## config.mk

```make
export PLATFORM = sky130hd
export DESIGN_NAME = hpsc_front
export DESIGN_NICKNAME = d
export VERILOG_FILES = /design/src/rtl/core/hpsc_pkg.sv /design/src/rtl/core/hpsc_front.sv
export SDC_FILE = /design/constraint.sdc
export NUM_CORES = 1
export LEC_CHECK = 0
export ABC_CLOCK_PERIOD_IN_PS = 7550
export BUFFER_PORTS_ARGS = -buffer_cell sky130_fd_sc_hd__buf_2
export CORE_ASPECT_RATIO = 2
export CORE_UTILIZATION = 40
export CTS_BUF_LIST = sky130_fd_sc_hd__clkbuf_8
export DETAILED_ROUTE_END_ITERATION = 16
export PLACE_DENSITY = 0.7
export REMOVE_ABC_BUFFERS = 1
export SLEW_MARGIN = 15
export SYNTH_ARGS = -nofsm -noshare
export SYNTH_HDL_FRONTEND = slang
export SYNTH_SLANG_ARGS = --single-unit
```

## constraint.sdc

```tcl
create_clock -name clk_i -period 7.55 [get_ports clk_i]
set_input_delay 2.265 -clock clk_i [delete_from_list [all_inputs] [get_ports clk_i]]
set_output_delay 2.265 -clock clk_i [all_outputs]
set_load 0.03 [all_outputs]
```

## src/rtl/core/hpsc_pkg.sv

```systemverilog
// Shared types, constants and the CORDIC angle table for the heading controller.
package hpsc_pkg;

  localparam int unsigned AngW = 44;   // CORDIC angle, centidegree/65536
  localparam int unsigned VecW = 44;   // CORDIC vector, |v| < 2^43 after growth

  localparam logic [2:0] RegProp  = 3'd0;
  localparam logic [2:0] RegDeriv = 3'd1;
  localparam logic [2:0] RegLimit = 3'd2;
  localparam logic [2:0] RegThr   = 3'd3;
  localparam logic [2:0] RegNorth = 3'd4;

  // Classified item passed from the front end to the back end.
  typedef struct packed {
    logic               ok;
    logic               restart;
    logic signed [32:0] vy;
    logic signed [32:0] vx;
    logic signed [15:0] yaw;
    logic [23:0]        dt;
  } hpsc_job_t;

  function automatic logic signed [AngW-1:0] atan_lut(input logic [4:0] i);
    logic signed [AngW-1:0] v;
    begin
      case (i)
        5'd0:  v = 44'sd294912000;
        5'd1:  v = 44'sd174096719;
        5'd2:  v = 44'sd91987925;
        5'd3:  v = 44'sd46694507;
        5'd4:  v = 44'sd23437865;
        5'd5:  v = 44'sd11730358;
        5'd6:  v = 44'sd5866610;
        5'd7:  v = 44'sd2933484;
        5'd8:  v = 44'sd1466764;
        5'd9:  v = 44'sd733385;
        5'd10: v = 44'sd366693;
        5'd11: v = 44'sd183346;
        5'd12: v = 44'sd91673;
        5'd13: v = 44'sd45837;
        5'd14: v = 44'sd22918;
        5'd15: v = 44'sd11459;
        5'd16: v = 44'sd5730;
        5'd17: v = 44'sd2865;
        5'd18: v = 44'sd1432;
        5'd19: v = 44'sd716;
        5'd20: v = 44'sd358;
        5'd21: v = 44'sd179;
        5'd22: v = 44'sd90;
        5'd23: v = 44'sd45;
        default: v = '0;
      endcase
      return v;
    end
  endfunction

endpackage

```

## src/rtl/core/hpsc_front.sv

```systemverilog
// Front end: accepts items, checks validity, forms the bearing vector, two-entry queue.
module hpsc_front import hpsc_pkg::*; (
  input  logic               clk_i,
  input  logic               rst_ni,
  input  logic               in_valid_i,
  output logic               in_stall_o,
  input  logic signed [31:0] pos_east_i,
  input  logic signed [31:0] pos_north_i,
  input  logic signed [31:0] dest_east_i,
  input  logic signed [31:0] dest_north_i,
  input  logic signed [15:0] current_yaw_i,
  input  logic [23:0]        time_step_i,
  input  logic               has_position_i,
  input  logic               has_attitude_i,
  input  logic               restart_i,
  input  logic               zero_at_north_i,
  output logic               job_valid_o,
  input  logic               job_take_i,
  output hpsc_job_t          job_o
);

  hpsc_job_t  slot_q [2];
  logic [1:0] cnt_q, cnt_d;
  logic       rd_q, wr_q;
  logic       push, pop;
  hpsc_job_t  job_new;
  logic signed [32:0] de, dn;

  assign in_stall_o  = (cnt_q == 2'd2);
  assign push        = in_valid_i && !in_stall_o;
  assign job_valid_o = (cnt_q != 2'd0);
  assign pop         = job_valid_o && job_take_i;
  assign job_o       = slot_q[rd_q];

  always_comb begin
    de = 33'(dest_east_i) - 33'(pos_east_i);
    dn = 33'(dest_north_i) - 33'(pos_north_i);
    job_new.ok      = has_position_i && has_attitude_i && (time_step_i != '0);
    job_new.restart = restart_i;
    job_new.vy      = zero_at_north_i ? de : dn;
    job_new.vx      = zero_at_north_i ? dn : de;
    job_new.yaw     = current_yaw_i;
    job_new.dt      = time_step_i;
    cnt_d = cnt_q + {1'b0, push} - {1'b0, pop};
  end

  always_ff @(posedge clk_i or negedge rst_ni) begin
    if (!rst_ni) begin
      cnt_q <= '0;
      rd_q  <= 1'b0;
      wr_q  <= 1'b0;
    end else begin
      cnt_q <= cnt_d;
      if (push) wr_q <= ~wr_q;
      if (pop)  rd_q <= ~rd_q;
    end
  end

  always_ff @(posedge clk_i) begin
    if (push) slot_q[wr_q] <= job_new;
  end

endmodule

```

==> summary.md, run 1 <==
| Metric | Value |
|---|---|
| Slew @ Worst Pin | 1.01 ns |
| Worst hold path class | flip-flop to flip-flop |
| Total wire length | 34200 um |
| DP Area | 14500 um^2 |
| Yosys cell types | 71 |
| First-pass GRT wire length | 50600 um |
| GPL Wtd Cong | 0.888 |
| Fill count | 2848 |
| Initial DRT Pass Iterations | 5 |
| Tcrit/Tclk final | 65.6% |
| Clock root cell | clkbuf_8 |
| Worst-path maximum fanout | 49 |
| Commonest non-fill, non-tap cell in the layout | buf_2 |
| Lkg Pwr | 6.32 nW |
| CTS resizes | 0 |
| # port buffers | 285 |
| Sequential cell area | 6590 um^2 |
| Fin Hold WS | 0.551 ns |
| Fin util | 48.7% |
| Reg2reg setup slack | 4.97 ns |
| H-tree levels | 1 |
| Die width | 128 um |
| CP startpoint kind | flip-flop |
| Netlist area before placement | 12600 um^2 |
| Core area | 31000 um^2 |
| Unrepaired setup endpoints after global routing | no |
| Post-synth EDFFs | 216 |
| Hold Path Origin | wr_q |
| Row count | 91 |
| Share of layout cells above drive strength 1 | 35.5% |
| Pre-CTS WS | 2.17 ns |
| Clk slew on worst S/H paths | 0.07 ns |
| GRT Total Usage | 20.7% |
| WL/cell | 19.2 um |
| CTS tree | yes |
| Sequential element share of the synthesized area | 52.1% |
| Cell Pwr Density | 322 nW/um^2 |
| Cts bufs inserted | 29 |
| Number of antenna violations at the first check in global routing | 5 |
| Yosys Warn Count | 0 |
| Cell count of the worst reg-to-reg path | 5 |
| Nets@finish | 1581 |
| Iteration-0 DRC Markers | 490 |
| Largest net degree at the start of global routing | 71 |
| Total grt overflow | 0 |
| Fmax | 202 MHz |
| Number of routed nets with antenna violations | 0 |
| Worst-Skew Late Latency | 0.59 ns |
| Critical path type | flip-flop to output pin |
| Initial Util | 40.8% |
| Fin crit period | 4.96 ns |
| Final count of negative-setup-slack endpoints | 0 |
| Die ar. | 32400 um^2 |
| Die Y | 253 um |
| Clk buf depth | 3 |
| Most frequent cells in the layout | buf_2, edfxtp_1, mux2_2 |
| Slew Limit Fails | 0 |
| Top_reg_cell synth | edfxtp_1 |
| Via count of the routed design | 9442 |
| Hold Path Depth | 1 |
| Setup TNS | 0 ns |
| Worst setup EP type | output pin |
| Ys async rst share | 1.82% |
| Final HPWL DP | 26100 um |
| Worst slew margin | 32.4% |
| Multi-input logic area | 5570 um^2 |
| Vias per cell | 5.30 |
| Avg Cell Area, Syn | 12.0 um^2 |
| Yosys reg bits | 220 |
| CTS Sinks | 220 |
| Cts hold-fix bufs | 0 |
| Max cap viols | 0 |
| Design area | 15100 um^2 |
| Final worst slack | 2.59 ns |
| Reg2Reg Capture Point | slot_q[0][107] |
| Final hold vios | 0 |
| Worst path required time | 5.29 ns |
| Hold Crit Endpoint | wr_q |
| Max rail drop VDD | 160 uV |
| R2R Path Start | cnt_q[0] |
| CP arrival | 2.69 ns |
| Residual DRC count | 0 |
| Clk_skew | 0.00942 ns |
| Vias in the first global route | 9625 |
| Ports | 286 |
| Post-synthesis cell count | 1056 |
| Post-CTS setup buffer count | 0 |
| Area growth, synth to finish | 19.3% |
| Status | complete, no violations |
[how the worst max path moves through the flow]
| stage | startpoint | to | slack (ns) | depth (start not counted) |
|---|---|---|---|---|
| floorplan | in_valid_i | slot_q[0][0] | 0.12 | 2 |
| global placement | pos_east_i[0] | slot_q[0][99] | 2.17 | 11 |
| detailed placement | dest_east_i[0] | slot_q[1][99] | 2.17 | 12 |
| CTS | rd_q | job_o[66] | 2.49 | 3 |
| global route | rd_q | job_o[66] | 2.46 | 3 |
| finish | rd_q | job_o[64] | 2.59 | 3 |
[cells in the mapped netlist (all sizes together) (2+ instances only)]
library cell / count / area (um^2)
a211o: 3 / 26.3
or2: 5 / 31.3
a31o: 2 / 17.5
nor3: 12 / 65.1
dfrtp: 4 / 100
buf: 7 / 50.0
o2111ai: 2 / 17.5
nand3: 19 / 95.1
o22ai: 3 / 18.8
a21oi: 59 / 295
xor2: 22 / 193
or3: 4 / 25.0
edfxtp: 216 / 6490
o31a: 6 / 55.1
nand4: 10 / 62.6
a2bb2oi: 2 / 17.5
inv: 80 / 300
clkbuf: 35 / 141
o21bai: 5 / 37.5
o211ai: 8 / 65.1
nand2: 76 / 285
and3: 6 / 37.5
a21bo: 2 / 20.0
a31oi: 9 / 56.3
a41oi: 3 / 26.3
a221oi: 4 / 47.6
fa: 2 / 40.0
o21a: 13 / 97.6
mux2i: 20 / 200
ha: 66 / 826
nor4: 9 / 56.3
a21o: 31 / 233
and2: 8 / 51.3
nor2b: 10 / 62.6
o311ai: 2 / 17.5
nor2: 32 / 120
o22a: 2 / 17.5
a211oi: 8 / 65.1
mux2: 128 / 1440
a311oi: 4 / 35.0
and4: 2 / 17.5
xnor2: 37 / 324
o21ai: 48 / 240
nand2b: 13 / 81.3
o31ai: 3 / 22.5
[registers in the layout, indices dropped and copies added, names as in the netlist]
signal,flops
cnt_q,2
wr_q,1
slot_q,216
rd_q,1
[routing by layer]
metal  part of all wire [%]  vias up  global-route usage (%)
met5                  0.038        -                       0
met4                    7.0        2                    14.7
met3                    4.3      105                    2.37
met2                     54      332                    39.5
met1                     35     4504                    20.4
li1                       -     4499                       -
[cells by family (layout without fill, tap and decap cells)]
kind of cell / Yosys count / count (layout) / share of synthesized area, %
AO/OA/AOI/OAI: 226 / 226 / 11.8
XOR/XNOR: 59 / 59 / 4.09
adder cells (fa/ha/maj): 68 / 68 / 6.85
buffers and inverters: 123 / 427 / 3.92
flip-flops: 220 / 220 / 52.1
multiplexers: 148 / 148 / 13.0
other: 0 / 4 / 0
AND/OR/NAND/NOR: 212 / 212 / 8.23
[critical path: stages, from the launching register on]
cell	delay [ns]
dfrtp_4	0.77
buf_4	0.63
mux2_2	0.46
buf_2	0.19
[layout make-up]
class                   instances  share of cell area (%)
diodes                          4                  0.0664
repair buffers                292                    9.81
flip-flops and latches        220                    43.7
well taps                     418                    3.47
clock buffers                  30                    2.74
inverters                      81                    2.02
clock inverters                24                    1.24
multi-input cells             713                    36.9
[power breakdown]
group	leakage (nW)	switching [mW]	internal [mW]	total, mW
Combinational	3.92	1.38	0.721	2.10
Clock	0.341	0.446	0.477	0.922
Sequential	2.05	0.103	1.74	1.84
[through the flow]
stage               total power, mW  std cells
global placement               3.95       1724
detailed placement             3.99       1724
finish                         4.86       1782
CTS                            4.92       1778
global route                   5.09       1782
floorplan                      3.37       1014
No activity file was read; power rests on OpenSTA's default activity.
==> run 2, diff against run 1 <==
- ABC_CLOCK_PERIOD_IN_PS: 7550 -> 4600
- clock period: 7.55 -> 4.6 ns (I/O delays scaled with it)
==> run 2 against run 1 <==
  * First-iteration DRC count increased by 4.5%
  * Clock power rose by 57%
  * Routed wire length up 0.58%
  * Combinational power is 66% higher
  * Sequential share of layout area fell by 0.16 points
  * Largest power group unchanged
==> summary.md, run 2 (same netlist as run 1, synthesis figures left out) <==
| Metric | Value |
|---|---|
| Final hold vios | 0 |
| Cell Pwr Density | 526 nW/um^2 |
| NetSw | 3.16 mW |
| Finished Layout Cells | 1786 |
| Slew Limit Fails | 0 |
| H-tree levels | 1 |
| Total power | 7.95 mW |
| Tcrit/Tclk final | 83.4% |
| GPL Wtd Cong | 0.905 |
| Fill count | 2889 |
| Pre-CTS WS | 0.141 ns |
| Number of routed nets with antenna violations | 0 |
| Total grt overflow | 0 |
| Total wire length | 34400 um |
| Row count | 91 |
| Clk slew on worst S/H paths | 0.07 ns |
| CTS resizes | 0 |
| Commonest non-fill, non-tap cell in the layout | buf_2 |
| Final worst slack | 0.765 ns |
| Worst-path maximum fanout | 5 |
| Critical path type | input port to flip-flop |
| Worst slew margin | 36.7% |
| Number of antenna violations at the first check in global routing | 4 |
| CTS Sinks | 220 |
| Largest net degree at the start of global routing | 98 |
| Initial Util | 40.8% |
| DP Area | 14500 um^2 |
| Clk_skew | 0.0406 ns |
| Design area | 15100 um^2 |
| Vias in the first global route | 9786 |
| Residual DRC count | 0 |
| # port buffers | 285 |
| Fin util | 48.8% |
| CP startpoint kind | input port |
| Clk buf depth | 3 |
| Max reg flops | 216 |
| Internal power | 4.79 mW |
| Max cap viols | 0 |
| Die Y | 253 um |
| Clock Power Share | 18.3% |
| Most frequent cells in the layout | buf_2, edfxtp_1, mux2_2 |
| Die ar. | 32400 um^2 |
| Max rail drop VDD | 244 uV |
| Post-CTS setup buffer count | 0 |
| Lkg Pwr | 6.34 nW |
| Worst hold path class | flip-flop to flip-flop |
| Sw frac | 39.8% |
| CTS tree | yes |
| Vias per cell | 5.28 |
| Cts hold-fix bufs | 0 |
| Fin Hold WS | 0.522 ns |
| WL/cell | 19.3 um |
| GRT Total Usage | 21.0% |
| Via count of the routed design | 9435 |
| Final HPWL DP | 26300 um |
| Iteration-0 DRC Markers | 512 |
| Core area | 31000 um^2 |
| Setup TNS | 0 ns |
| Initial DRT Pass Iterations | 5 |
| Biggest regs | slot_q (216), cnt_q (2) |
| Fmax | 261 MHz |
| Status | complete, no violations |
| Share of layout cells above drive strength 1 | 35.6% |
| Nets@finish | 1587 |
| Comb pwr share | 43.8% |
| Worst path required time | 4.94 ns |
| Largest Register | slot_q |
| Die width | 128 um |
| Seq pwr share | 37.9% |
| Ports | 286 |
| CP arrival | 4.18 ns |
| Clock root cell | clkbuf_8 |
| Unrepaired setup endpoints after global routing | no |
| Final count of negative-setup-slack endpoints | 0 |
| Fin crit period | 3.83 ns |
| Worst-Skew Late Latency | 0.61 ns |
| Worst setup EP type | flip-flop |
| Area growth, synth to finish | 19.7% |
| First-pass GRT wire length | 51500 um |
| Slew @ Worst Pin | 0.939 ns |
| Cts bufs inserted | 30 |
| Placed cells | 1729 |
==> run 2: layer usage <==
| layer | track usage, % | vias to the layer above | part of all wire [%] |
|---|---|---|---|
| li1 | - | 4507 | - |
| met1 | 20.1 | 4507 | 34 |
| met2 | 40.9 | 327 | 55 |
| met3 | 2.47 | 94 | 4.4 |
| met4 | 13.9 | 0 | 6.3 |
| met5 | 0 | - | 0 |
==> run 2: area by class of cell <==
type                    count  area [um^2]  share of cell area (%)
clock buffers              30          413                    2.73
clock inverters            23          165                    1.09
diodes                      4         10.0                  0.0662
flip-flops and latches    220         6590                    43.6
inverters                  81          304                    2.01
multi-input cells         713         5570                    36.8
well taps                 418          523                    3.46
repair buffers            297         1550                    10.3
==> run 2: worst paths after layout <==
path | from | end | slack (ns) | depth (start not counted)
max | pos_east_i[2] | slot_q[0][104] | 0.77 | 11
min | cnt_q[0] | cnt_q[0] | 0.52 | 1
max reg2reg | cnt_q[1] | slot_q[0][105] | 2.59 | 4
min reg2reg | cnt_q[0] | cnt_q[0] | 0.52 | 1
max in group asynchronous | rst_ni | rd_q | 3.86 | 1
min in group asynchronous | rst_ni | cnt_q[0] | 0.60 | 1
==> run 2: worst max-delay path: stages <==
cell and delay [ns]:
buf_2 0.08, inv_1 0.03, ha_1 0.33, o21a_1 0.16, o31a_1 0.23, o211ai_1 0.21
o21ai_0 0.79, a31oi_1 0.33, o21a_1 0.31, mux2_2 0.23, nand3_1 0.09
==> run 2: power by group through the flow <==
stage	registers [mW]	clock network, mW	logic, mW
2_1_floorplan	3.15	0	2.38
3_3_place_gp	3.03	0	3.48
3_5_place_dp	3.06	0	3.51
4_1_cts	3.02	1.50	3.52
5_1_grt	3.06	1.56	3.71
6_report	3.02	1.45	3.48
==> run 3, diff against run 2 <==
- ABC_AREA: not set -> 1
- ABC_CLOCK_PERIOD_IN_PS: 4600 -> 3800
- PLACE_DENSITY: 0.7 -> 0.69
- clock period: 4.6 -> 3.8 ns (I/O delays scaled with it)
==> run 3 against run 2 <==
  * Area after synthesis grew 11%
  * Sequential power grew 18%
  * Cell count grew 47%
  * Largest cell class unchanged
==> summary.md, run 3 <==
| Metric | Value |
|---|---|
| Worst hold path class | input port to async pin |
| Area growth, synth to finish | 18.6% |
| Fin util | 48.3% |
| Total grt overflow | 0 |
| Tcrit/Tclk final | 92.9% |
| Yosys Warn Count | 0 |
| Slowest-stage cell, CP | dfrtp_4 |
| Setup TNS | 0 ns |
| Residual DRC count | 0 |
| Synth top area cells | edfxtp_1, nand2_1, inv_1, ha_1, nand3_1 |
| Post-synth EDFFs | 216 |
| Final HPWL DP | 32700 um |
| Largest net degree at the start of global routing | 109 |
| Worst slew margin | 36.5% |
| Netlist area before placement | 14000 um^2 |
| Number of routed nets with antenna violations | 0 |
| Die width | 134 um |
| Yosys reg bits | 220 |
| CTS Sinks | 220 |
| GPL Wtd Cong | 0.943 |
| Clk slew on worst S/H paths | 0.07 ns |
| Multi-input logic area | 6080 um^2 |
| Clk buf depth | 3 |
| Row count | 96 |
| First-pass GRT wire length | 63300 um |
| CP arrival | 2.39 ns |
| Commonest non-fill, non-tap cell in the layout | nand2_1 |
| Lkg Pwr | 8.92 nW |
| Yosys cell types | 29 |
| Placed cells | 2580 |
| CP max stage delay | 0.50 ns |
| CTS resizes | 0 |
| Core area | 34500 um^2 |
| Critical path type | flip-flop to output pin |
| Cells along the critical path | clkinv_2 > buf_4 > nand2_1 > nand2_1 > buf_2 |
| Final count of negative-setup-slack endpoints | 0 |
| Final hold vios | 0 |
| Share of layout cells above drive strength 1 | 17.0% |
| Number of antenna violations at the first check in global routing | 1 |
| Status | complete, no violations |
| Vias in the first global route | 12400 |
| H-tree levels | 1 |
| Post-synthesis cell count | 1882 |
| Cts bufs inserted | 29 |
| Worst setup EP type | output pin |
| Fmax | 283 MHz |
| Worst-Skew Late Latency | 0.60 ns |
| Nets@finish | 2414 |
| Fin crit period | 3.53 ns |
| CTS tree | yes |
| Cts hold-fix bufs | 0 |
| Most frequent cells in the layout | nand2_1, inv_1, buf_2 |
| Sequential element share of the synthesized area | 46.9% |
| Post-CTS setup buffer count | 0 |
| Avg Cell Area, Syn | 7.46 um^2 |
| Slew Limit Fails | 0 |
| Biggest regs | slot_q (216), cnt_q (2) |
| Initial DRT Pass Iterations | 7 |
| Clock root cell | clkbuf_8 |
| Largest Register | slot_q |
| Cell Pwr Density | 618 nW/um^2 |
| Worst-path maximum fanout | 31 |
| Top_reg_cell synth | edfxtp_1 |
| Max rail drop VDD | 690 uV |
| Finished Layout Cells | 2634 |
| Post-synth top cells | nand2_1, inv_1, edfxtp_1 |
| DP Area | 16000 um^2 |
| Unrepaired setup endpoints after global routing | no |
| # port buffers | 285 |
| Iteration-0 DRC Markers | 777 |
| Fill count | 3398 |
| Biggest area consumer among synthesized cells | edfxtp_1 |
| Clk_skew | 0.0165 ns |
| Most used cell, CP | nand2_1 |
| Worst path required time | 2.66 ns |
| Vias per cell | 4.80 |
| Total wire length | 41500 um |
| Slew @ Worst Pin | 0.942 ns |
| Initial Util | 40.7% |
| Via count of the routed design | 12600 |
| Max reg flops | 216 |
| CP startpoint kind | flip-flop |
| WL/cell | 15.8 um |
| Max cap viols | 0 |
| Ys async rst share | 1.82% |
| Design area | 16600 um^2 |
| Die ar. | 35900 um^2 |
| Most common cell in the synthesized netlist | nand2_1 |
| Synth top area share | 46.2% |
| Die Y | 267 um |
| GRT Total Usage | 23.2% |
| Sequential cell area | 6590 um^2 |
| Ports | 286 |
[run 3: changes by cell type in the layout (fill, tap and decap cells not counted), moves of 18 or more]
cell / delta
nand2_1: +799
inv_1: +237
mux2_2: -128
nand3_1: +89
nor2_1: +47
a21o_1: -29
xnor2_1: -24
a21oi_1: -23
mux2i_1: -20
o21ai_0: -20
nand2_2: +18
[run 3: final cells by class]
class	count	share of cell area [%]
Clock inverter	24	1.32
Antenna cell	1	0.0150
Multi-Input combinational cell	1297	36.5
Tap cell	441	3.31
Inverter	328	7.40
Sequential cell	220	39.6
Clock buffer	29	2.40
Timing Repair Buffer	294	9.42
[run 3: kinds of logic (layout without fill, tap and decap cells)]
family	count (synthesis)	count (layout)	share of synthesized area (%)
AO/OA/AOI/OAI	72	72	2.73
XOR/XNOR	34	34	2.12
adder cells (fa/ha/maj)	68	68	6.17
buffers and inverters	365	675	9.82
flip-flops	220	220	46.9
other	0	1	0
AND/OR/NAND/NOR	1123	1123	32.2
[run 3: per-stage QoR]
step,power (mW),hold slack [ns],setup slack [ns]
2_1_floorplan,6.86,0.509,-2.62
3_3_place_gp,8.41,0.528,0.627
6_report,10.3,0.325,0.268
4_1_cts,10.4,0.306,0.213
5_1_grt,10.9,0.320,0.180
3_5_place_dp,8.49,0.554,0.615
[run 3: final timing paths]
check	startpoint	endpoint	slack, ns	cells past startpoint
max	rd_q	job_o[68]	0.27	5
min	rst_ni	cnt_q[0]	0.32	1
max reg2reg	cnt_q[1]	slot_q[1][68]	1.72	4
min reg2reg	cnt_q[0]	cnt_q[0]	0.57	1
max in group asynchronous	rst_ni	rd_q	3.34	1
min in group clk_i	cnt_q[0]	cnt_q[0]	0.57	1
[run 3: power by group]
group / internal (mW) / switching (mW) / total (mW)
clock network: 0.999 / 0.909 / 1.91
registers: 3.42 / 0.140 / 3.56
logic: 1.22 / 3.59 / 4.82
total: 5.64 / 4.64 / 10.3
[run 3: critical path, delay by kind of cell (launching register included)]
kind / cells / cell delay (ns)
buf+inv: 3 / 0.98
flops: 1 / 0.50
simple gates: 2 / 0.29
[run 3: per-layer routing]
layer	up-vias	wire length [um]	global-route usage [%]
li1	6425	-	-
met1	5699	14100	22.6
met2	388	22900	45.5
met3	125	1840	2.30
met4	0	2720	14.8
met5	-	0	0
